File: config.mk
export PLATFORM = sky130hd
export DESIGN_NAME = bmf_cell
export DESIGN_NICKNAME = d
export VERILOG_FILES = /design/src/design/bmf_pkg.sv /design/src/design/bmf_cell.sv
export SDC_FILE = /design/constraint.sdc
export NUM_CORES = 1
export LEC_CHECK = 0
export BUFFER_PORTS_ARGS = -buffer_cell sky130_fd_sc_hd__buf_4
export CAP_MARGIN = 25
export CORE_UTILIZATION = 35
export CTS_CLUSTER_DIAMETER = 50
export DETAILED_ROUTE_END_ITERATION = 6
export MAX_ROUTING_LAYER = met4
export SLEW_MARGIN = 0
export SYNTH_ARGS = -nofsm -noshare
export SYNTH_HDL_FRONTEND = slang
export SYNTH_SLANG_ARGS = --single-unit
File: constraint.sdc
create_clock -name i_clk -period 6.15 [get_ports i_clk]
set_input_delay 0.3075 -clock i_clk [delete_from_list [all_inputs] [get_ports i_clk]]
set_output_delay 0.3075 -clock i_clk [all_outputs]
set_load 0.1 [all_outputs]
File: src/design/bmf_pkg.sv
// ============================================================================
// bmf_pkg - shared constants and types for the box mean filter
// Widths, register codes, divider reciprocals and the result record.
// ============================================================================
package bmf_pkg;

    // Line store geometry
    localparam int MAX_WIDTH = 1024;
    localparam int LINE_ROWS = 4;
    localparam int ADDR_W    = $clog2(MAX_WIDTH);
    localparam int WSEL_W    = $clog2(LINE_ROWS);
    localparam bit WIDE_OK   = (LINE_ROWS >= 4);

    // Field and register widths
    localparam int PIX_W     = 8;
    localparam int CFG_W     = 11;
    localparam int CFG_IDX_W = 2;
    localparam int WIDTH_CAP = (MAX_WIDTH < 1024) ? MAX_WIDTH : 1024;
    localparam int HEIGHT_CAP = 1024;
    localparam int MIN_DIM   = 5;
    localparam int COL_W     = $clog2(WIDTH_CAP);
    localparam int ROW_W     = CFG_W;
    localparam int OROW_W    = 10;

    localparam int RESET_WIDTH  = 640;
    localparam int RESET_HEIGHT = 480;

    // Register indexes
    localparam logic [CFG_IDX_W-1:0] CFG_IMAGE_WIDTH  = CFG_IDX_W'(0);
    localparam logic [CFG_IDX_W-1:0] CFG_IMAGE_HEIGHT = CFG_IDX_W'(1);
    localparam logic [CFG_IDX_W-1:0] CFG_WINDOW_MODE  = CFG_IDX_W'(2);

    // Window arithmetic
    localparam int TAPS          = 5;
    localparam int FIRST_WIDE    = 0;
    localparam int FIRST_NARROW  = 2;
    localparam int CENTER_WIDE   = 2;
    localparam int CENTER_NARROW = 3;
    localparam int COL_SUM_W     = 11;
    localparam int WIN_SUM_W     = 13;

    // floor(s/9) and floor(s/25) as (s * m) >> 18, exact for s < 32768
    localparam int DIV_SHIFT = 18;
    localparam int RECIP_W   = 15;
    localparam int PROD_W    = WIN_SUM_W + RECIP_W;
    localparam logic [RECIP_W-1:0] RECIP_9  = RECIP_W'(29128);
    localparam logic [RECIP_W-1:0] RECIP_25 = RECIP_W'(10486);

    // Output queue
    localparam int FIFO_DEPTH = 8;
    localparam int FIFO_PTR_W = $clog2(FIFO_DEPTH);
    localparam int FIFO_CNT_W = $clog2(FIFO_DEPTH + 1);

    // Per-item control from the counter block
    typedef struct packed {
        logic              take;
        logic              emit;
        logic              interior;
        logic              last;
        logic [WSEL_W-1:0] wsel;
        logic [COL_W-1:0]  col;
    } t_item_ctl;

    // One result item
    typedef struct packed {
        logic [PIX_W-1:0] pixel;
        logic             last;
    } t_result;

endpackage

File: src/design/bmf_cell.sv
// ============================================================================
// bmf_cell - one column cell of the window chain
// Adds the new column sum to the partial sum from its neighbor and passes
// the center pixel along, once per item.
// ============================================================================
module bmf_cell (
    input  logic                          i_clk,
    input  logic                          i_shift,
    input  logic [bmf_pkg::COL_SUM_W-1:0] i_col_sum,
    input  logic [bmf_pkg::WIN_SUM_W-1:0] i_sum,
    input  logic [bmf_pkg::PIX_W-1:0]     i_mid,
    output logic [bmf_pkg::WIN_SUM_W-1:0] o_sum,
    output logic [bmf_pkg::PIX_W-1:0]     o_mid
);
    import bmf_pkg::*;

    logic [WIN_SUM_W-1:0] r_sum;
    logic [PIX_W-1:0]     r_mid;

    // partial window sum: neighbor's sum from last item plus this column
    always_ff @(posedge i_clk) begin
        if (i_shift) begin
            r_sum <= i_sum + WIN_SUM_W'(i_col_sum);
            r_mid <= i_mid;
        end
    end

    assign o_sum = r_sum;
    assign o_mid = r_mid;
endmodule

## Word-level counts from Yosys, hierarchy flattened

Index checks and enable logic that the tools add are counted.
Widths: inputs -> output; s select.

- Flip-flop bits (word level): 21
- Bits of input ports: 34
- Word-level logic and storage cells: 3

- $add $sub $neg: 1

Operators by type and width:

| cell | number |
|---|---|
| $add 13x11->13 | 1 |

## Longest topological paths before layout

- Depth in word-level cells: 1
- Mapped depth: 7
- Gate-level depth less buffers: 7

## Worst setup path before layout

OpenSTA, ideal clock, no wires.

- Path type: input -> register
- Start point: input port i_col_sum[0] in the netlist's numbering
- End point: register r_sum[12] (netlist: o_sum[12]), data pin
- Setup time: 0.257 ns
- Arrival: 1.961 ns
- Required time: 5.893 ns
- Path slack: 3.932 ns
- Stages: 7
- Cell sequence: ha_1 -> fa_1 -> a21o_1 -> a221oi_2 -> o21bai_2 -> a221o_1 -> xor2_1

- Longest elaborated chain between the ends: 1

Ends and longest elaborated chain:

| element | line | text |
|---|---|---|
| start, declared | bmf_cell.sv:9 | `input logic [bmf_pkg::COL_SUM_W-1:0] i_col_sum,` |
| $add 13x11->13 | bmf_cell.sv:23 | `r_sum <= i_sum + WIN_SUM_W'(i_col_sum);` |
| end signal, assigned | bmf_cell.sv:23 |  |
| end, declared | bmf_cell.sv:17 | `logic [WIN_SUM_W-1:0] r_sum;` |

Every way passes these cells.
A chain may end at the register's enable or synchronous reset.

## Final worst setup path

Ends and elaborated chain as after synthesis.

==> run_results.csv <==
group,metric,value,unit
sta,timing.hold.ws,0.178,ns
floorplan,num_rows,20,
synthesis,syn-cell-area,1190,sq um
sta,finalCritPeriodShare,34.4,%
run_status,status,"finished, final reports clean",
synthesis,synth-adder-area-share,13.2,%
sta,tightest_slew,0.364,ns
sta,relSlewSlack,75.8,%
finish,fin_nets,197,
setup_path,worst-path-max-fanout,3,
sta,min_period,2.11,ns
drt,firstDrtPassIters,4,
finish,fin_cells,194,
placement,hpwlAfterDp,1960,microns
sta,fmax,473,MHz
worst_hold_path,whs_path_depth,1,
finish,fin_util,53.4,%
setup_path,critPathLaunchType,"input pin",
placement,dp.cells,190,
sta,hold_viol,0,
setup_path,arrival,2.18,ns
synthesis,synth_seq_area_share,52.9,%
cts,cts-resized-gates,0,
synthesis,syn_area_per_cell,12.7,sq um
finish,final_cell_mix,"buf_4, edfxtp_1, ha_1",
synthesis,synth_top_area_cell,"edfxtp_1",
synthesis,syn_inst,94,
drt,m1WireLength,989,microns
cts,clk_pin_slew_worst_paths,0.11,ns
cts,postCtsHoldBufs,0,
synthesis,synth_top_family_by_area,"compound AO/OA/AOI/OAI gates",
sta,setup_ws,4.04,ns
placement,place_congestion,0.816,
drt,routed_via_density,4.90,
cts,numCtsBuffers,3,
sta,final.setup.tns,0,ns
worst_hold_path,hold-path-endpoint,"o_mid[2]",
pwr,ir_drop,79.3,uV
finish,antenna_cells,0,
flow_run,drv_cap,0,
finish,final_common_cell,"buf_4",
sta,rsz0062_at_grt,"no",
synthesis,yosysWarnings,0,
drt,wirelength,2390,microns
floorplan,die_h,60.3,microns
sta,maxSlewViolCount,0,
synthesis,synth-simple-area-share,9.45,%
setup_path,worstPathRequired,6.21,ns
finish,nFillCells,296,
synthesis,ys_async_sr_fraction,0,%
synthesis,netlist.area_leader.share,52.9,%
setup_path,endpoint_kind,"flop",
pwr,p_clk_share,13.4,%
floorplan,die-width,60.3,microns
synthesis,synthFlopType,"edfxtp_1",
setup_path,startpoint,"i_col_sum[0]",
drt,drt_iter0_drc,26,
drt,routed-wl-met2,1090,microns
pwr,powerDensity,285,nW/um^2
floorplan,core,3130,sq um
synthesis,synth_area_leaders,"edfxtp_1, ha_1, xnor2_1",
global_route,grt_pass1_vias,888,
global_route,grt_max_degree,22,
finish,synthToLayoutAreaGrowth,40.3,%
drt,antenna_left,0,
global_route,grt_use_total,13.9,%
drt,wl_met3,271,microns
placement,post-place-ws,3.69,ns
synthesis,synth_seq_cells,21,
floorplan,ioPinCount,55,
pwr,switching_share,44.6,%
pwr,seqPwrFrac,38.6,%
global_route,grt_pass1_wl,3720,microns
drt,drcViolationCount,0,
synthesis,synth-xor-area-share,7.35,%
pwr,combPwrFrac,48.0,%
placement,port_buffers,54,
cts,htreeDepth,1,
synthesis,syn_nets,140,
cts,cts.sinks,21,
drt,top_layer,"met4",
cts,cts_setup_buffers,0,
synthesis,synth.distinct_cells,28,
setup_path,worstSetupPathType,"input pin to flop",
cts,tritoncts,"built",
cts,clockBufferDepth,2,
sta,setup_violations,0,
synthesis,synth_edf_count,21,
worst_hold_path,worstHoldStart,"i_mid[2]",
finish,drive_above_1_share,43.3,%
drt,dr_total_vias,950,
synthesis,synth-compound-area-share,15.4,%
floorplan,dieArea,3640,sq um
pwr,p_sw,0.213,mW
floorplan,floorplan.initialDensity,38.1,%
drt,wire_per_inst,12.3,microns
synthesis,muxShareOfSynthArea,0,%
worst_hold_path,hp-class,"input pin to flop",
global_route,antenna_found_initial,0,
global_route,grt-ovfl-total,0,
pwr,leakage,0.756,nW
pwr,intPower,0.264,mW
cts,cts_root_buffer,"clkbuf_4",
-- kinds of logic (layout without fill, tap and decap cells) --
logic type / count (synthesis) / count (layout)
compound gates: 25 / 25
buf+inv: 5 / 61
flops: 21 / 21
xor+xnor: 10 / 10
simple gates: 21 / 21
fa+ha+maj: 12 / 12
-- power by group through the flow --
stage          Clock (mW)  Combinational [mW]  Sequential [mW]
2_1_floorplan           0              0.0471            0.314
4_1_cts            0.0675               0.230            0.185
5_1_grt            0.0710               0.239            0.186
6_report           0.0640               0.229            0.184
3_5_place_dp            0               0.230            0.188
3_3_place_gp            0               0.228            0.187
-- sequential cells by signal, summed over array words and instances, names as in the netlist --
register / flops
o_mid: 8
o_sum: 13
-- synth_stat cells (all sizes together), types with 2 or more instances --
cell type and count:
o211ai 2, a21oi 8, clkbuf 2, nor3 2
nand3 6, a21o 6, nand2 4, and3 4
xnor2 5, xor2 5, ha 11, inv 3
edfxtp 21, a221oi 2, o21ai 2
-- metal layers --
layer	vias up	global-route usage [%]
li1	474	-
met1	428	16.4
met2	44	23.2
met3	4	2.56
met4	0	5.98
met5	-	-
-- area by class of cell --
type                            count  area, sq um  area share (%)
Inverter                            3         11.3           0.674
Sequential cell                    21          631            37.7
Timing Repair Buffer               54          405            24.3
Clock buffer                        3         22.5            1.35
Clock inverter                      1         5.00           0.299
Multi-Input combinational cell     68          542            32.4
Tap cell                           44         55.1            3.29
-- worst max-delay path, stage by stage --
cell	delay, ns
buf_4	0.11
ha_1	0.21
fa_1	0.41
a21o_1	0.21
a221oi_2	0.38
o21bai_2	0.10
a221o_1	0.31
xor2_1	0.14
-- worst max path at each step --
| stage | to | slack [ns] | cells after the start |
|---|---|---|---|
| 5_1_grt | o_sum[12] | 3.93 | 8 |
| 3_5_place_dp | o_sum[12] | 3.69 | 8 |
| 6_report | o_sum[12] | 4.04 | 8 |
| 4_1_cts | o_sum[12] | 4.02 | 8 |
| 2_1_floorplan | o_sum[12] | 3.93 | 7 |
| 3_3_place_gp | o_sum[12] | 3.71 | 8 |
-- per-stage QoR --
step	instance area (sq um)	total power [mW]
2_1_floorplan	1190	0.362
3_3_place_gp	1640	0.415
3_5_place_dp	1640	0.418
4_1_cts	1670	0.482
5_1_grt	1670	0.496
6_report	1670	0.477
(Power assumes the default switching activity.)
