`src/design/bmf_pkg.sv`:
```
// ============================================================================
// bmf_pkg - shared constants and types for the box mean filter
// Widths, register codes, divider reciprocals and the result record.
// ============================================================================
package bmf_pkg;

    // Line store geometry
    localparam int MAX_WIDTH = 1024;
    localparam int LINE_ROWS = 4;
    localparam int ADDR_W    = $clog2(MAX_WIDTH);
    localparam int WSEL_W    = $clog2(LINE_ROWS);
    localparam bit WIDE_OK   = (LINE_ROWS >= 4);

    // Field and register widths
    localparam int PIX_W     = 8;
    localparam int CFG_W     = 11;
    localparam int CFG_IDX_W = 2;
    localparam int WIDTH_CAP = (MAX_WIDTH < 1024) ? MAX_WIDTH : 1024;
    localparam int HEIGHT_CAP = 1024;
    localparam int MIN_DIM   = 5;
    localparam int COL_W     = $clog2(WIDTH_CAP);
    localparam int ROW_W     = CFG_W;
    localparam int OROW_W    = 10;

    localparam int RESET_WIDTH  = 640;
    localparam int RESET_HEIGHT = 480;

    // Register indexes
    localparam logic [CFG_IDX_W-1:0] CFG_IMAGE_WIDTH  = CFG_IDX_W'(0);
    localparam logic [CFG_IDX_W-1:0] CFG_IMAGE_HEIGHT = CFG_IDX_W'(1);
    localparam logic [CFG_IDX_W-1:0] CFG_WINDOW_MODE  = CFG_IDX_W'(2);

    // Window arithmetic
    localparam int TAPS          = 5;
    localparam int FIRST_WIDE    = 0;
    localparam int FIRST_NARROW  = 2;
    localparam int CENTER_WIDE   = 2;
    localparam int CENTER_NARROW = 3;
    localparam int COL_SUM_W     = 11;
    localparam int WIN_SUM_W     = 13;

    // floor(s/9) and floor(s/25) as (s * m) >> 18, exact for s < 32768
    localparam int DIV_SHIFT = 18;
    localparam int RECIP_W   = 15;
    localparam int PROD_W    = WIN_SUM_W + RECIP_W;
    localparam logic [RECIP_W-1:0] RECIP_9  = RECIP_W'(29128);
    localparam logic [RECIP_W-1:0] RECIP_25 = RECIP_W'(10486);

    // Output queue
    localparam int FIFO_DEPTH = 8;
    localparam int FIFO_PTR_W = $clog2(FIFO_DEPTH);
    localparam int FIFO_CNT_W = $clog2(FIFO_DEPTH + 1);

    // Per-item control from the counter block
    typedef struct packed {
        logic              take;
        logic              emit;
        logic              interior;
        logic              last;
        logic [WSEL_W-1:0] wsel;
        logic [COL_W-1:0]  col;
    } t_item_ctl;

    // One result item
    typedef struct packed {
        logic [PIX_W-1:0] pixel;
        logic             last;
    } t_result;

endpackage

```
`src/design/bmf_ctrl.sv`:
```
// ============================================================================
// bmf_ctrl - frame counters and configuration registers
// Tracks input and output raster positions, decides which items are taken,
// which produce a result, and whether a result is interior or border.
// ============================================================================
module bmf_ctrl (
    input  logic                          i_clk,
    input  logic                          i_rst_n,
    input  logic                          i_accept,
    input  logic                          i_flush,
    input  logic                          i_cfg_we,
    input  logic [bmf_pkg::CFG_IDX_W-1:0] i_cfg_idx,
    input  logic [bmf_pkg::CFG_W-1:0]     i_cfg_data,
    output bmf_pkg::t_item_ctl            o_ctl,
    output logic                          o_rad2
);
    import bmf_pkg::*;

    logic [CFG_W-1:0]  r_width;
    logic [CFG_W-1:0]  r_height;
    logic              r_mode;
    logic [COL_W-1:0]  r_in_col;
    logic [ROW_W-1:0]  r_in_row;
    logic [WSEL_W-1:0] r_wsel;
    logic [COL_W-1:0]  r_out_col;
    logic [OROW_W-1:0] r_out_row;

    logic              w_rad2;
    logic [CFG_W-1:0]  w_rad;
    logic [CFG_W-1:0]  w_x;
    logic [CFG_W-1:0]  w_ox;
    logic [CFG_W-1:0]  w_oy;
    logic              w_take;
    logic              w_emit;
    logic              w_interior;
    logic              w_in_end;
    logic              w_out_end;
    logic              w_last;
    logic              w_cfg_hit;

    function automatic logic [CFG_W-1:0] clamp_dim(input logic [CFG_W-1:0] v,
                                                   input logic [CFG_W-1:0] hi);
        logic [CFG_W-1:0] res;
        if (v < CFG_W'(MIN_DIM)) begin
            res = CFG_W'(MIN_DIM);
        end else if (v > hi) begin
            res = hi;
        end else begin
            res = v;
        end
        return res;
    endfunction

    // window radius and raster positions
    assign w_rad2 = r_mode & WIDE_OK;
    assign w_rad  = w_rad2 ? CFG_W'(2) : CFG_W'(1);
    assign w_x    = CFG_W'(r_in_col);
    assign w_ox   = CFG_W'(r_out_col);
    assign w_oy   = CFG_W'(r_out_row);

    // flush only counts after the last pixel; pixels only before it
    assign w_take = i_accept & (i_flush ? (r_in_row >= r_height) : (r_in_row < r_height));

    assign w_emit = (r_in_row > w_rad) || ((r_in_row == w_rad) && (w_x >= w_rad));

    assign w_interior = (w_oy >= w_rad) && ((w_oy + w_rad) < r_height) &&
                        (w_ox >= w_rad) && ((w_ox + w_rad) < r_width);

    assign w_in_end  = (w_x + CFG_W'(1)) >= r_width;
    assign w_out_end = (w_ox + CFG_W'(1)) >= r_width;
    assign w_last    = w_out_end && ((w_oy + CFG_W'(1)) >= r_height);

    assign w_cfg_hit = i_cfg_we && ((i_cfg_idx == CFG_IMAGE_WIDTH) ||
                                    (i_cfg_idx == CFG_IMAGE_HEIGHT) ||
                                    (i_cfg_idx == CFG_WINDOW_MODE));

    // registers and counters
    always_ff @(posedge i_clk) begin
        if (!i_rst_n) begin
            r_width   <= CFG_W'(RESET_WIDTH);
            r_height  <= CFG_W'(RESET_HEIGHT);
            r_mode    <= 1'b0;
            r_in_col  <= '0;
            r_in_row  <= '0;
            r_wsel    <= '0;
            r_out_col <= '0;
            r_out_row <= '0;
        end else if (w_cfg_hit) begin
            case (i_cfg_idx)
                CFG_IMAGE_WIDTH: begin
                    r_width <= clamp_dim(i_cfg_data, CFG_W'(WIDTH_CAP));
                end
                CFG_IMAGE_HEIGHT: begin
                    r_height <= clamp_dim(i_cfg_data, CFG_W'(HEIGHT_CAP));
                end
                CFG_WINDOW_MODE: begin
                    r_mode <= i_cfg_data[0];
                end
                default: begin
                    r_mode <= r_mode;
                end
            endcase
            // any register write starts a new frame
            r_in_col  <= '0;
            r_in_row  <= '0;
            r_wsel    <= '0;
            r_out_col <= '0;
            r_out_row <= '0;
        end else if (w_take) begin
            // input position
            if (w_in_end) begin
                r_in_col <= '0;
                r_in_row <= r_in_row + ROW_W'(1);
                r_wsel   <= (r_wsel == WSEL_W'(LINE_ROWS - 1)) ? '0 : r_wsel + WSEL_W'(1);
            end else begin
                r_in_col <= r_in_col + COL_W'(1);
            end
            // output position; the frame's last result restarts everything
            if (w_emit) begin
                if (w_out_end) begin
                    r_out_col <= '0;
                    r_out_row <= r_out_row + OROW_W'(1);
                end else begin
                    r_out_col <= r_out_col + COL_W'(1);
                end
                if (w_last) begin
                    r_in_col  <= '0;
                    r_in_row  <= '0;
                    r_wsel    <= '0;
                    r_out_col <= '0;
                    r_out_row <= '0;
                end
            end
        end
    end

    assign o_ctl.take     = w_take;
    assign o_ctl.emit     = w_emit;
    assign o_ctl.interior = w_interior;
    assign o_ctl.last     = w_last;
    assign o_ctl.wsel     = r_wsel;
    assign o_ctl.col      = r_in_col;
    assign o_rad2         = w_rad2;
endmodule

```
`config.mk`:
```
export PLATFORM = sky130hd
export DESIGN_NAME = bmf_ctrl
export DESIGN_NICKNAME = d
export VERILOG_FILES = /design/src/design/bmf_pkg.sv /design/src/design/bmf_ctrl.sv
export SDC_FILE = /design/constraint.sdc
export NUM_CORES = 1
export LEC_CHECK = 0
export BUFFER_PORTS_ARGS = -buffer_cell sky130_fd_sc_hd__buf_2
export CORE_MARGIN = 1
export CORE_UTILIZATION = 64
export CTS_BUF_LIST = sky130_fd_sc_hd__clkbuf_4 sky130_fd_sc_hd__clkbuf_8
export CTS_CLUSTER_DIAMETER = 100
export DETAILED_ROUTE_END_ITERATION = 10
export PLACE_DENSITY = 0.84
export SLEW_MARGIN = 20
export SYNTH_ARGS = -nofsm -noshare
export SYNTH_HDL_FRONTEND = slang
export SYNTH_SLANG_ARGS = --single-unit
```
`constraint.sdc`:
```
create_clock -name i_clk -period 3.65 [get_ports i_clk]
set_input_delay 0.1825 -clock i_clk [delete_from_list [all_inputs] [get_ports i_clk]]
set_output_delay 0.1825 -clock i_clk [all_outputs]
set_load 0.02 [all_outputs]
```
* Word-level counts from Yosys, hierarchy flattened
Cells that the tools add are included.
Word-level totals: register bits after elaboration 66, input port bits 18, word-level logic and storage cells 72
Cells by class: add/sub/neg operators 10, $lt $le $gt $ge 13, equality and inequality tests 4, muxes and demuxes 18, bitwise gates (word level) 2, reductions and logical operators 17
Operators with widths (number):
- $mux W10 | 7
- $mux W11 | 5
- $ge A11 B11 Y1 | 4
- $add A10 B1 Y11 const B | 3
- $lt A11 B11 Y1 | 3
- $add A10 B1 Y10 const B | 3
- $ge A10 B2 Y1 | 3
- $add A10 B2 Y11 | 2
- $add A11 B1 Y11 const B | 1
- $eq A11 B2 Y1 | 1
- $gt A11 B11 Y1 const B | 1
- $gt A11 B2 Y1 | 1
- $lt A11 B3 Y1 const B | 1
- $mux W2 | 5
- $reduce_and A2 Y1 | 4
- $logic_and A1 B1 Y1 | 6
- $eq A2 B2 Y1 const B | 2
- $logic_or A1 B1 Y1 | 3
- $reduce_and A3 Y1 | 1
- $add A2 B1 Y2 const B | 1
- $eq A2 B1 Y1 const B | 1
- $logic_not A2 Y1 | 1
- $reduce_bool A2 Y1 | 1
- $reduce_or A2 Y1 | 1
- 3 further kinds | 3

* Longest topological paths before layout
depth after elaboration 6, gate-level depth with buffers 16

* Worst setup path before layout
OpenSTA, ideal clock, no wires.
kind register to output, start point register r_mode, in the netlist o_rad2, end point output o_ctl[13] (netlist name), arrival time 2.948 ns, required time 3.467 ns, slack 0.519 ns, stages on the path, launching flop included 13, path buffers 1, cell sequence dfxtp_1 -> inv_1 -> ha_1 -> fa_1 -> ha_1 -> a21boi_0 -> o21a_1 -> o21a_1 -> o211ai_1 -> a21oi_1 -> o41ai_1 -> o211a_1 -> buf_4
On the way: cells in the longest elaborated chain, start to end 6, elaborated cells on any way between the ends 10, classes of those cells 2 x add/sub; 4 x order compare; 1 x mux; 3 x reduce/logical
Ends and longest elaborated chain:
- start: declaration | RTL line bmf_ctrl.sv:21 | logic r_mode;
- start signal: assignment | RTL line bmf_ctrl.sv:97 | r_mode <= i_cfg_data[0];
- start signal: assignment | RTL line bmf_ctrl.sv:100 | r_mode <= r_mode;
- $mux W2 (*) | RTL line bmf_ctrl.sv:56 | assign w_rad = w_rad2 ? CFG_W'(2) : CFG_W'(1);
- $add A10 B2 Y11 | RTL line bmf_ctrl.sv:66 | assign w_interior = (w_oy >= w_rad) && ((w_oy + w_rad) < r_height) &&
- $lt A11 B11 Y1 | RTL line bmf_ctrl.sv:66
- $logic_and A1 B1 Y1 (2 in a row) | RTL line bmf_ctrl.sv:66
- $logic_and A1 B1 Y1 (*) | RTL line bmf_ctrl.sv:67 | (w_ox >= w_rad) && ((w_ox + w_rad) < r_width);
- end: declaration | RTL line bmf_ctrl.sv:14 | output bmf_pkg::t_item_ctl o_ctl,
Mark *: on every way between the ends. The rest lies on a longest branch, timed or not.

==> results.md <==
* Outcome: finished, final reports clean
* Most frequent cells in the layout: nand2_1 (85), ha_1 (81), dfxtp_1 (64), a21oi_1 (46), inv_1 (39)
* Largest net degree at the start of global routing at 26
* Antenna violations before repair at 0
* Ys flop type: dfxtp_1
* Worst Path Class, Setup: reg2out
* Routed vias at 5253
* Share of cells above drive strength 1 at around an eighth
* CTS Root Cell: clkbuf_8
* Gp weighted congestion at just over 0.9
* Yosys top cell by area: dfxtp_1
* Initial Utilization at 66.1%
* Clock sink count at 66
* Flops & latches, synth at 66
* Yosys top cell area share at between 20 and 25%
* GR peak layer: met2
* Nets@finish at 806
* Die width at between 90 and 100 um
* Minimum clock period at 3560 ps
* Post-synth EDFFs at 0
* Crit-path max cell delay at 380 ps
* DR pass1 iterations at 4
* Wire per inst at ~18 um
* Cells after Synth at 682
* Max transition margin at 36.8%
* # IOs at 35
* Worst skew pair latency at roughly 360 ps
* Leakage at 0.00262 uW
* Routed Antenna Nets at 0
* Dpl hpwl at between 10 and 15 mm
* Area Overhead vs Synth at 9.01%
* Fin crit share at 97.7%
* Slowest-stage cell, CP: dfxtp_1
* Max Buffers Root-to-Sink at 2
* Post-Syn Nets at 783
* Critical Path Start Type: register
* Register area share after synthesis at 24.3%
* Chip height at about 94 um
* GRT Util Overall at 34.2%
* Hold buffer count at CTS at 0
* Final Hold Fails at 0
* Ys async rst share at 0%
* Count of different cell masters after synthesis at between 50 and 60
* Required time worst endpoint at 3470 ps
* Grt met2 use at between 50% and 60%
* Cell area after synthesis at 5430 um2
* Worst VDD drop at 0.000252 V
* Crit-path cells: inv_1 -> buf_4 -> ha_1 -> inv_1 -> a21o_1 -> and3_1 -> nand4_1 -> xnor2_1 -> ha_1 -> a21oi_1 -> o21ai_0 -> nor4_1 -> o211a_1 -> buf_4
* Worst hold slack at 133 ps
* Via/cell ratio at 6.45
* Grt ovf at 0
* Worst Path Buf+Inv at 4
* First-pass GRT wire length at approximately 23 mm
* FP Rows at 33
* Antenna Cells at 0
* CP Capture Type: output pin
* Final setup viols at 0
* Worst Path Arrival at ~3400 ps
* Yosys warns at 0
* Core ar. at between 8000 and 9000 um2
* HP Class: in2reg
* DRC at 0
* H-tree depth at 3
* Met3 usage at 4.94%
* Skew final at 11.0 ps
* Max Transition Viols Final at 0
* F_max at 0.281 GHz
* IO Port Bufs at 34
* Max_cap viols at 0
* PD cells at 268 nW/um2
* Most common cell after layout, fill and taps aside: nand2_1
* Max FO, Critical Path at 8
* Die area at between 8000 and 9000 um2
* Initial DRC count at ~350
* Mean Syn Cell Area at 7.96 um2
* Filler cell count at 637
* CTS tree: built
* Kind of cell adding the most delay to the critical path: compound AO/OA/AOI/OAI gates
* Util after Layout at 72.0%
* Area contributors post-synth: dfxtp_1 (24%), ha_1 (19%), nand2_1 (5.9%)
* Worst-Margin Slew at 948 ps
* Detailed Route WL at 14.3 mm
* CTS clock-pin slew for the worst setup and hold paths at 80 ps
* Met1 Use GR at 45.0%
* Vias in the first global route at 4930
* CTS Buf Count at 9
[metrics by stage]
stage	instance area, um2	std cells	TNS, ps	setup WS [ps]	total power [uW]
2_1_floorplan	5430	682	0	519	851
3_3_place_gp	5640	796	0	94.5	891
3_5_place_dp	5640	796	-135	-45.6	898
4_1_cts	5880	812	0	0.102	1580
5_1_grt	5920	815	-10.3	-10.3	1640
6_report	5920	815	0	85.0	1590
[timing repair]
item                       4_1_cts  5_1_grt
buffers inserted                 0        3
pin swaps                        0        3
setup endpoints to repair        7       21
gates resized for setup          2        7
[per-layer routing]
metal	part of all wire [%]	routed length, um
met4	3.8	547
met2	45	6490
met1	43	6120
met3	8.2	1180
met5	0	0
[sequential cells by signal, indices dropped and copies added, names as in the netlist]
name	flops
r_wsel	2
r_in_row	11
o_rad2	1
r_in_col	10
r_out_row	10
r_height	11
r_width	11
r_out_col	10
[synth_stat cells, types with 9 or more instances]
cell type and n:
dfxtp_1 66, clkbuf_1 24, or3_1 9, nor2_1 29, nand2_1 86, o21ai_0 28, xor2_1 13, a21oi_1 47
xnor2_1 36, nor3_1 17, nor4_1 10, and3_1 12, nor2_2 11, nand3_1 35, nor2b_1 9, nand4_1 13
inv_1 39, ha_1 81
[power by group]
part	internal, uW	switching, uW	leakage (uW)
combinational	55.4	102	0.00198
clock	383	315	0.000105
sequential	728	5.46	0.000534
[area by class of cell]
class	instances	area, um2	area share [%]
clock buffers	9	124	2.09
clock inverters	7	93.8	1.59
inverters	39	146	2.47
multi-input cells	538	3800	64.2
flip-flops and latches	66	1320	22.4
well taps	105	131	2.22
repair buffers	51	300	5.07
[cell families after synthesis]
logic type,share of synthesized area [%]
buffers and inverters,6.48
xor gates and xnor gates,7.91
DFF,24.3
muxes,0.738
adders and majority gates,19.4
and+or+nand+nor,24.8
AOI/OAI and AO/OA,16.3
[worst paths after layout]
kind	from	end	slack, ps	cells past startpoint
max	o_rad2$_SDFFE_PN0P_	o_ctl[13]	90	14
min	i_cfg_data[3]	r_width[3]$_SDFFE_PN0P_	130	3
max reg2reg	r_in_col[1]$_SDFFE_PP0N_	r_in_row[5]$_SDFFE_PP0N_	160	12
min reg2reg	r_width[3]$_SDFFE_PN0P_	r_width[3]$_SDFFE_PN0P_	470	2
[worst register-to-register path, stage by stage (launching register included)]
cell       delay [ps]
dfxtp_1           430
ha_1              260
nand3_1           200
nor2_1            310
xnor2_1           110
ha_1              290
and3_1            170
nand4_1           110
a2111oi_1         590
nor4_4            190
nor4_1            500
xnor2_1           190
nor2_2             40
Power figures use the tool's default switching activity.
