`config.mk`:
```
export PLATFORM = sky130hd
export DESIGN_NAME = bmf_fifo
export DESIGN_NICKNAME = d
export VERILOG_FILES = /design/src/design/bmf_pkg.sv /design/src/design/bmf_fifo.sv
export SDC_FILE = /design/constraint.sdc
export NUM_CORES = 1
export LEC_CHECK = 0
export ABC_AREA = 1
export CAP_MARGIN = 20
export CORE_MARGIN = 3
export CORE_UTILIZATION = 30
export DETAILED_ROUTE_END_ITERATION = 8
export DONT_BUFFER_PORTS = 1
export PLACE_DENSITY = 0.51
export SKIP_CTS_REPAIR_TIMING = 1
export SYNTH_ARGS = -nofsm -noshare
export SYNTH_HDL_FRONTEND = slang
export SYNTH_SLANG_ARGS = --single-unit
```
`constraint.sdc`:
```
create_clock -name i_clk -period 2.3 [get_ports i_clk]
set_input_delay 0.69 -clock i_clk [delete_from_list [all_inputs] [get_ports i_clk]]
set_output_delay 0.69 -clock i_clk [all_outputs]
set_load 0.01 [all_outputs]
```
`src/design/bmf_pkg.sv`:
```
// ============================================================================
// bmf_pkg - shared constants and types for the box mean filter
// Widths, register codes, divider reciprocals and the result record.
// ============================================================================
package bmf_pkg;

    // Line store geometry
    localparam int MAX_WIDTH = 1024;
    localparam int LINE_ROWS = 4;
    localparam int ADDR_W    = $clog2(MAX_WIDTH);
    localparam int WSEL_W    = $clog2(LINE_ROWS);
    localparam bit WIDE_OK   = (LINE_ROWS >= 4);

    // Field and register widths
    localparam int PIX_W     = 8;
    localparam int CFG_W     = 11;
    localparam int CFG_IDX_W = 2;
    localparam int WIDTH_CAP = (MAX_WIDTH < 1024) ? MAX_WIDTH : 1024;
    localparam int HEIGHT_CAP = 1024;
    localparam int MIN_DIM   = 5;
    localparam int COL_W     = $clog2(WIDTH_CAP);
    localparam int ROW_W     = CFG_W;
    localparam int OROW_W    = 10;

    localparam int RESET_WIDTH  = 640;
    localparam int RESET_HEIGHT = 480;

    // Register indexes
    localparam logic [CFG_IDX_W-1:0] CFG_IMAGE_WIDTH  = CFG_IDX_W'(0);
    localparam logic [CFG_IDX_W-1:0] CFG_IMAGE_HEIGHT = CFG_IDX_W'(1);
    localparam logic [CFG_IDX_W-1:0] CFG_WINDOW_MODE  = CFG_IDX_W'(2);

    // Window arithmetic
    localparam int TAPS          = 5;
    localparam int FIRST_WIDE    = 0;
    localparam int FIRST_NARROW  = 2;
    localparam int CENTER_WIDE   = 2;
    localparam int CENTER_NARROW = 3;
    localparam int COL_SUM_W     = 11;
    localparam int WIN_SUM_W     = 13;

    // floor(s/9) and floor(s/25) as (s * m) >> 18, exact for s < 32768
    localparam int DIV_SHIFT = 18;
    localparam int RECIP_W   = 15;
    localparam int PROD_W    = WIN_SUM_W + RECIP_W;
    localparam logic [RECIP_W-1:0] RECIP_9  = RECIP_W'(29128);
    localparam logic [RECIP_W-1:0] RECIP_25 = RECIP_W'(10486);

    // Output queue
    localparam int FIFO_DEPTH = 8;
    localparam int FIFO_PTR_W = $clog2(FIFO_DEPTH);
    localparam int FIFO_CNT_W = $clog2(FIFO_DEPTH + 1);

    // Per-item control from the counter block
    typedef struct packed {
        logic              take;
        logic              emit;
        logic              interior;
        logic              last;
        logic [WSEL_W-1:0] wsel;
        logic [COL_W-1:0]  col;
    } t_item_ctl;

    // One result item
    typedef struct packed {
        logic [PIX_W-1:0] pixel;
        logic             last;
    } t_result;

endpackage

```
`src/design/bmf_fifo.sv`:
```
// ============================================================================
// bmf_fifo - output result queue
// Small register queue that holds finished items until the sink takes them.
// ============================================================================
module bmf_fifo (
    input  logic                           i_clk,
    input  logic                           i_rst_n,
    input  logic                           i_push,
    input  bmf_pkg::t_result               i_data,
    input  logic                           i_ready,
    output logic                           o_valid,
    output bmf_pkg::t_result               o_data,
    output logic [bmf_pkg::FIFO_CNT_W-1:0] o_count
);
    import bmf_pkg::*;

    t_result               r_mem [FIFO_DEPTH];
    logic [FIFO_PTR_W-1:0] r_wr_ptr;
    logic [FIFO_PTR_W-1:0] r_rd_ptr;
    logic [FIFO_CNT_W-1:0] r_count;
    logic                  w_pop;

    assign o_valid = (r_count != '0);
    assign w_pop   = o_valid & i_ready;

    // storage
    always_ff @(posedge i_clk) begin
        if (i_push) begin
            r_mem[r_wr_ptr] <= i_data;
        end
    end

    // pointers and fill level
    always_ff @(posedge i_clk) begin
        if (!i_rst_n) begin
            r_wr_ptr <= '0;
            r_rd_ptr <= '0;
            r_count  <= '0;
        end else begin
            if (i_push) begin
                r_wr_ptr <= r_wr_ptr + FIFO_PTR_W'(1);
            end
            if (w_pop) begin
                r_rd_ptr <= r_rd_ptr + FIFO_PTR_W'(1);
            end
            case ({i_push, w_pop})
                2'b10:   r_count <= r_count + FIFO_CNT_W'(1);
                2'b01:   r_count <= r_count - FIFO_CNT_W'(1);
                default: r_count <= r_count;
            endcase
        end
    end

    assign o_data  = r_mem[r_rd_ptr];
    assign o_count = r_count;
endmodule

```
# After elaboration in Yosys (flattened, before gate mapping)
# Memory sizes are Yosys's and may differ from the RTL's. A register that Yosys moved wholly into a read port is not among the register bits.
# Cells that the tools add are included.
totals:
  n_memories: 1
  output_inout_bits: 14
  inputBits: 13
  regBits: 10
  elab_cells: 18
  ramBits: 72
memory_table:
  columns: ["name", "words", "word_bits", "read_ports", "rd_clocked_by_memory_dff", "write_ports", "line_no", "rtl"]
  rows:
  - ["r_mem", 8, 9, 1, 1, 1, "bmf_fifo.sv:17", "t_result r_mem [FIFO_DEPTH];"]
op_classes:
  bitwise: 1
  add_sub_neg: 4
  mux: 5
  n_reduce_logical: 2
  eq_ne: 2
op_table:
  columns: ["op", "n"]
  rows:
  - ["$pmux W4 S2", 1]
  - ["$add A3 B1 Y3 const B", 2]
  - ["$mux W3", 2]
  - ["$add A4 B1 Y4 const B", 1]
  - ["$reduce_bool A4 Y1", 1]
  - ["$sub A4 B1 Y4 const B", 1]
  - ["$eq A2 B1 Y1 const B", 1]
  - ["$eq A2 B2 Y1 const B", 1]
  - ["$mux W1", 2]
  - ["$reduce_bool A2 Y1", 1]
  - ["$and A1 B1 Y1", 1]

# Depth between registers and ports, before layout
# Gate-level depths: netlist of the first run.
logic_depth:
  ltp_word: 4
  depth_mapped: 14
  mapped_depth_nobuf: 14

# Least setup slack after synthesis of the first run
# No wires, ideal clock.
synth_path:
  path_type: "input -> register"
  from: "input port i_ready"
  to: "register r_count[2] (netlist: o_count[2])"
  stages: 11
  t_required_ps: 2185
  path_slack_ps: 410
  setup_time_ps: 115
  t_arrival_ps: 1775
  cell_sequence: "nand2_1 -> inv_2 -> ha_1 -> nand2_1 -> inv_1 -> nor2_2 -> ha_1 -> a21oi_1 -> xnor2_1 -> o21ai_0 -> inv_1"
synth_via:
  elab_chain_len: 3
synth_lines:
  columns: ["element", "line_no", "rtl"]
  rows:
  - ["start: declaration", "bmf_fifo.sv:10", "input logic i_ready,"]
  - ["$and A1 B1 Y1 (*)", "bmf_fifo.sv:24", "assign w_pop = o_valid & i_ready;"]
  - ["$eq A2 B1 Y1 or $eq A2 B2 Y1 (tied branches)", "bmf_fifo.sv:46", "case ({i_push, w_pop})"]
  - ["$pmux W4 S2 or $reduce_bool A2 Y1 (tied branches)", null, null]
  - ["end signal: assignment", "bmf_fifo.sv:47", "2'b10: r_count <= r_count + FIFO_CNT_W'(1);"]
  - ["end signal: assignment", "bmf_fifo.sv:48", "2'b01: r_count <= r_count - FIFO_CNT_W'(1);"]
  - ["end signal: assignment", "bmf_fifo.sv:49", "default: r_count <= r_count;"]
  - ["end: declaration", "bmf_fifo.sv:20", "logic [FIFO_CNT_W-1:0] r_count;"]
# Mark *: on every way between the ends. The rest lies on a longest branch, timed or not.
# A chain may end at the register's enable or synchronous reset.

==> results of run 1 <==
## worst register-to-register path: stages, from the launching register on
cell     delay (ps)
dfxtp_1         430
inv_1           110
nand4_2         140
nand2_1         110
inv_2           120
ha_1            220
nand2_1          70
inv_1            90
nor2_2           50
ha_1            170
a21oi_1         160
xnor2_1          90
o21ai_0         150
inv_1            60
## cells in the final DEF, fill, tap and decap left out
master and count:
a21oi_1 11, buf_12 2, buf_4 9, bufinv_16 2, clkbuf_16 10, clkinv_1 3, clkinv_2 1, clkinv_4 2
dfxtp_1 12, dfxtp_2 1, edfxtp_1 72, ha_1 5, inv_1 13, inv_2 2, inv_8 1, mux2i_1 9
nand2_1 43, nand2_2 1, nand3_1 3, nand4_2 1, nor2_1 42, nor2_2 6, o21ai_0 30, o21ai_1 14
o22ai_1 9, or2_2 1, xnor2_1 2, xor2_1 1
## routing by layer
metal  up-vias  part of all wire  wire length [microns]
met2        39              0.48                   3440
li1       1046                 -                      -
met1       995              0.45                   3270
met3         5             0.068                    494
met5         -                 0                      0
met4         0            0.0058                     42
## metrics by stage
stage | area [sq um] | hold WS (ps) | cells | TNS (ps) | setup slack, ps
2_1_floorplan | 3500 | 451 | 291 | 0 | 410
3_3_place_gp | 3680 | 480 | 431 | 0 | 321
3_5_place_dp | 3680 | 476 | 431 | 0 | 245
4_1_cts | 3990 | 442 | 447 | -115 | -34.7
5_1_grt | 4030 | 431 | 448 | -4.15 | -4.15
6_report | 4030 | 456 | 448 | 0 | 99.0
## area by class of cell
class | instances | area share
clock inverter | 7 | 0.0224
clock buffer | 9 | 0.0560
tap | 140 | 0.0435
inverter | 17 | 0.0177
multi-input combinational | 178 | 0.225
sequential | 85 | 0.602
timing repair buffer | 12 | 0.0329
## power groups by stage
stage          clock [W]  sequential [W]  combinational (W)
2_1_floorplan          0         0.00186           0.000863
3_3_place_gp           0         0.00188            0.00103
3_5_place_dp           0         0.00188            0.00104
4_1_cts          0.00154         0.00185            0.00105
5_1_grt          0.00162         0.00187            0.00122
6_report         0.00149         0.00186            0.00107
## worst paths after layout
check | startpoint | endpoint | slack [ps] | cells past startpoint
min reg2reg | r_rd_ptr[0] | flip-flop | 490 | 1
max reg2reg | o_count[2] | o_count[2] | 250 | 13
min | i_data[6] | r_mem[4][6] | 460 | 0
max | flip-flop | o_data[4] | 100 | 6
## sequential cells by signal, summed over array words and instances (netlist names), named ones only
name	count
o_count	4
r_mem	72
r_rd_ptr	3
r_wr_ptr	3
## cells by family after synthesis
family / after synthesis
fa+ha+maj: 5
mux: 9
buf+inv: 28
xor+xnor: 3
compound gates: 64
simple gates: 97
flops: 85
==> metrics.txt, run 1 <==
crit-path leading delay family=flip-flops; Max Slew Vio Count=0; die area=~0.013 sq mm; Util after Layout=0.362; Pre-antenna DRT Iters=4; Post-Synthesis Mean Instance Area=12.0 sq um; initial antenna violation count=0; Synth Area in Adders=0.0179; Die W=114 microns; Post-synth ARST share=0; power per cell area=1100 mW/mm^2; minimum clock period=~2200 ps; Avg WL per Cell=16.2 microns; EDFF count, synth=72; synthesized net count=a little over 300; drc violations=0; clock share of power=0.338; via-per-instance ratio=4.65; met2 Use GR=0.187; Fin. Hold Viols=0; setup violators final=0; Reg power frac=0.420; Combinational Power Share=0.242; Clock Sinks=85; Initial DRC Count=65; global route hottest layer=met2; n_diodes=0; area growth from synthesis to layout=15.1%; ys flop type=edfxtp_1; clk buf depth=2; Placer Congestion=0.734; dominant cell by count in the synthesized netlist=edfxtp_1; worst-path cell chain=buf_12, inv_8, o21ai_0, o21ai_0, nand2_1, nand2_1; Die Y=114 microns; Least-Margin Pin Slew=309 ps; synth top area cells=edfxtp_1 62%, dfxtp_1 7.4%, nand2_1 4.7%, o21ai_0 4.6%, nor2_1 4.5%; number of fillers in the final layout=1089; pin count of the biggest net entering global routing=38; synth cell count leaders=72 x edfxtp_1, 44 x nand2_1, 42 x nor2_1; Max Fanout on Critical Path=27; Post-Syn Area=0.00350 sq mm; first-pass GRT wire length=11300 microns; MaxCap Viol Count=0; Synth Area in Simple Gates=0.113; Register Area=between 0.002 and 0.0025 sq mm; clock root buffer=clkbuf_16; Worst setup SP type=flip-flop; CTS Buf Count=9; status=finished, final reports clean; crit path DAT=1510 ps; drt total wl=between 7000 and 8000 microns; fmax=0.454 GHz; WP buf/inv=2; area leader, netlist=edfxtp_1; post-synthesis sequential area ratio=0.693; crit path max-delay cell type=dfxtp_2; Int Power=0.00310 W; Post-Synth XOR/XNOR Area=0.00752; number of global-route vias before repair=2097; Overall Global Routing Usage=0.115; post-synthesis mux area share=0.0258; vias=2085; Detailed Place HPWL=4380 microns; Static Leakage=1.44 nW; area of the multi-input gates=~910 sq um; Worst-Skew Late Latency=between 300 and 400 ps; Ys Warns=0; post-route ant nets=0; layout cells sized above 1=0.127; endpoint class of the critical path=output pin; crit path kind=reg -> out; slew margin rel.=0.793; Unique masters post-synth=24; WP data required=1610 ps; Starting Density=0.314; P_sw=0.00133 W; register bit total from synthesis=85; core region area=0.0111 sq mm; Synth Area in Compound Gates=0.0948; Peak VDD IR=a little under 0.6 mV; area fraction of the dominant cell type after synthesis=0.618; Top Ports=27; net count reported at finish=321; met1 Usage GRT=0.141; Final Skew=3.97 ps; number of H-tree levels=3; clock slew at reported path FFs=60 ps; met3 usage=0.0557; Net Sw Frac=0.300; CTS tree=built; Tcrit/Tclk final=0.957; Syn Inst Count=291; row cnt=38; Crit path largest cell delay=410 ps; Port-buffer cells=0; grt ovf=0; main combinational cell family by area after synthesis=simple AND/OR/NAND/NOR gates; worst hold path class=in -> reg; total power=0.00443 W
(Power assumes the default switching activity.)
==> run 2, diff against run 1 <==
--- a/config.mk
+++ b/config.mk
@@ -7,11 +7,13 @@
 export LEC_CHECK = 0
 export ABC_AREA = 1
 export CAP_MARGIN = 20
+export CELL_PAD_IN_SITES_DETAIL_PLACEMENT = 0
+export CELL_PAD_IN_SITES_GLOBAL_PLACEMENT = 1
 export CORE_MARGIN = 3
 export CORE_UTILIZATION = 30
 export DETAILED_ROUTE_END_ITERATION = 8
 export DONT_BUFFER_PORTS = 1
-export PLACE_DENSITY = 0.51
+export PLACE_DENSITY = 0.58
 export SKIP_CTS_REPAIR_TIMING = 1
 export SYNTH_ARGS = -nofsm -noshare
 export SYNTH_HDL_FRONTEND = slang
==> run 2 against run 1 <==
Core utilization up 0.35 points; critical path type unchanged; register-to-register slack about the same; largest power group unchanged; final cell count up 1.1%; sequential power about the same.
==> metrics.txt, run 2 (synthesis gave the netlist of run 1 again) <==
drc violations=0 (unchanged); first-pass GRT wire length=11000 microns (-2.3%); Crit path largest cell delay=380 ps (-30 ps); Die Y=114 microns (unchanged); via-per-instance ratio=4.75 (+2.0%); Peak VDD IR=0.726 mV (+24%); Port-buffer cells=0 (unchanged); Pre-antenna DRT Iters=4 (unchanged); WP buf/inv=2 (unchanged); pin count of the biggest net entering global routing=38 (unchanged); Max Fanout on Critical Path=27 (unchanged); Detailed Place HPWL=4350 microns (-0.58%); number of global-route vias before repair=2122 (+1.2%); pre-CTS setup slack=264 ps (+19.2 ps); RSZ-0062 raised after global routing=false; Tcrit/Tclk final=0.949 (-0.00835); minimum clock period=2180 ps (-19.2 ps); clk buf depth=2 (unchanged); core region area=0.0111 sq mm (unchanged); grt ovf=0 (unchanged); post-route ant nets=0 (unchanged); largest register by flop count=r_mem; Worst-Skew Late Latency=330 ps (about the same); clock root buffer=clkbuf_16; worst hold path class=in -> reg; net count reported at finish=326 (+1.6%); Least-Margin Pin Slew=325 ps (+15.7 ps); commonest non-fill, non-tap cell in the layout=edfxtp_1; Final Worst Setup Slack=118 ps (+19.2 ps); Static Leakage=1.46 nW (+0.95%); Avg WL per Cell=15.8 microns (-2.1%); drt total wl=7170 microns (-1.0%); clock slew at reported path FFs=60 ps (about the same); Top Ports=27 (unchanged); vias=2150 (+3.1%); Overall Global Routing Usage=0.113 (-0.00253); layout cells sized above 1=0.141 (+0.0140); n_diodes=0 (unchanged); max reg flops=72 (unchanged); row cnt=38 (unchanged); WP data required=1610 ps (about the same); crit-path leading delay family=flip-flops; die area=0.0130 sq mm (unchanged); number of fillers in the final layout=1093 (+0.37%); endpoint class of the critical path=output pin; Max Slew Vio Count=0 (unchanged); CTS Buf Count=9 (unchanged); number of H-tree levels=3 (unchanged); CP dominant cell by count=nand2_1; final setup TNS=0 ps (unchanged); fmax=0.458 GHz (+0.88%); CTS tree=built; crit path kind=reg -> out; Final Skew=6.47 ps (+2.50 ps); Die W=114 microns (unchanged); most frequent cells in the layout=72 x edfxtp_1, 44 x nand2_1, 42 x nor2_1; MaxCap Viol Count=0 (unchanged); Starting Density=0.314 (unchanged); worst-path cell chain=buf_12, inv_8, nor2_1, o22ai_1, nand2_1, nand2_1; Clock Sinks=85 (unchanged); power per cell area=1090 mW/mm^2 (-0.88%); Worst setup SP type=flip-flop; Initial DRC Count=124 (+91%); crit path max-delay cell type=dfxtp_4; crit path DAT=1490 ps (-20 ps); slew margin rel.=0.782 (-0.0105); Placer Congestion=0.724 (-1.4%); status=finished, final reports clean; area growth from synthesis to layout=16.2%; Fin. Hold Viols=0 (unchanged); setup violators final=0 (unchanged); initial antenna violation count=0 (unchanged)
[run 2: where the power goes]
part | switching, W | internal, W
logic | 0.000724 | 0.000444
clock network | 0.000567 | 0.000848
registers | 0.0000769 | 0.00177
[run 2: path summary, 6_finish.rpt]
| path | start | to | slack [ps] | cells after the start |
|---|---|---|---|---|
| worst max-delay path | flip-flop | o_data[8] | 120 | 6 |
| worst min-delay path | i_data[6] | r_mem[4][6] | 450 | 0 |
| worst max register to register | o_count[0] | o_count[2] | 240 | 13 |
| worst min register to register | o_count[1] | o_count[1] | 470 | 2 |
[run 2: routing by layer]
metal | vias to the layer above | track usage | part of all wire
met5 | - | 0 | 0
met2 | 40 | 0.181 | 0.49
met4 | 0 | 0.0293 | 0.0098
met1 | 1046 | 0.137 | 0.44
li1 | 1058 | - | -
met3 | 6 | 0.0525 | 0.062
[run 2: worst reg2reg max path: cells and delay by family (launching register included)]
| kind | cells | cell delay [ps] |
|---|---|---|
| fa+ha+maj | 2 | 390 |
| simple gates | 4 | 380 |
| flops | 1 | 440 |
| xor+xnor | 1 | 90 |
| compound gates | 2 | 300 |
| buf+inv | 4 | 380 |
[run 2: through the flow]
stage	power [W]	hold slack (ps)	area, sq um	utilization	instances
2_1_floorplan	0.00272	451	3500	-	291
3_3_place_gp	0.00295	467	3690	0.332	433
3_5_place_dp	0.00296	463	3690	0.332	433
4_1_cts	0.00438	442	3990	0.359	449
5_1_grt	0.00470	435	4060	0.365	453
6_report	0.00443	453	4060	0.365	453
[run 2: layout make-up]
cell class	count	area, sq um	area share
Clock inverter	6	70.1	0.0172
Clock buffer	10	229	0.0563
Tap cell	140	175	0.0431
Multi-Input combinational cell	178	905	0.223
Timing Repair Buffer	17	188	0.0462
Inverter	17	71.3	0.0175
Sequential cell	85	2430	0.597
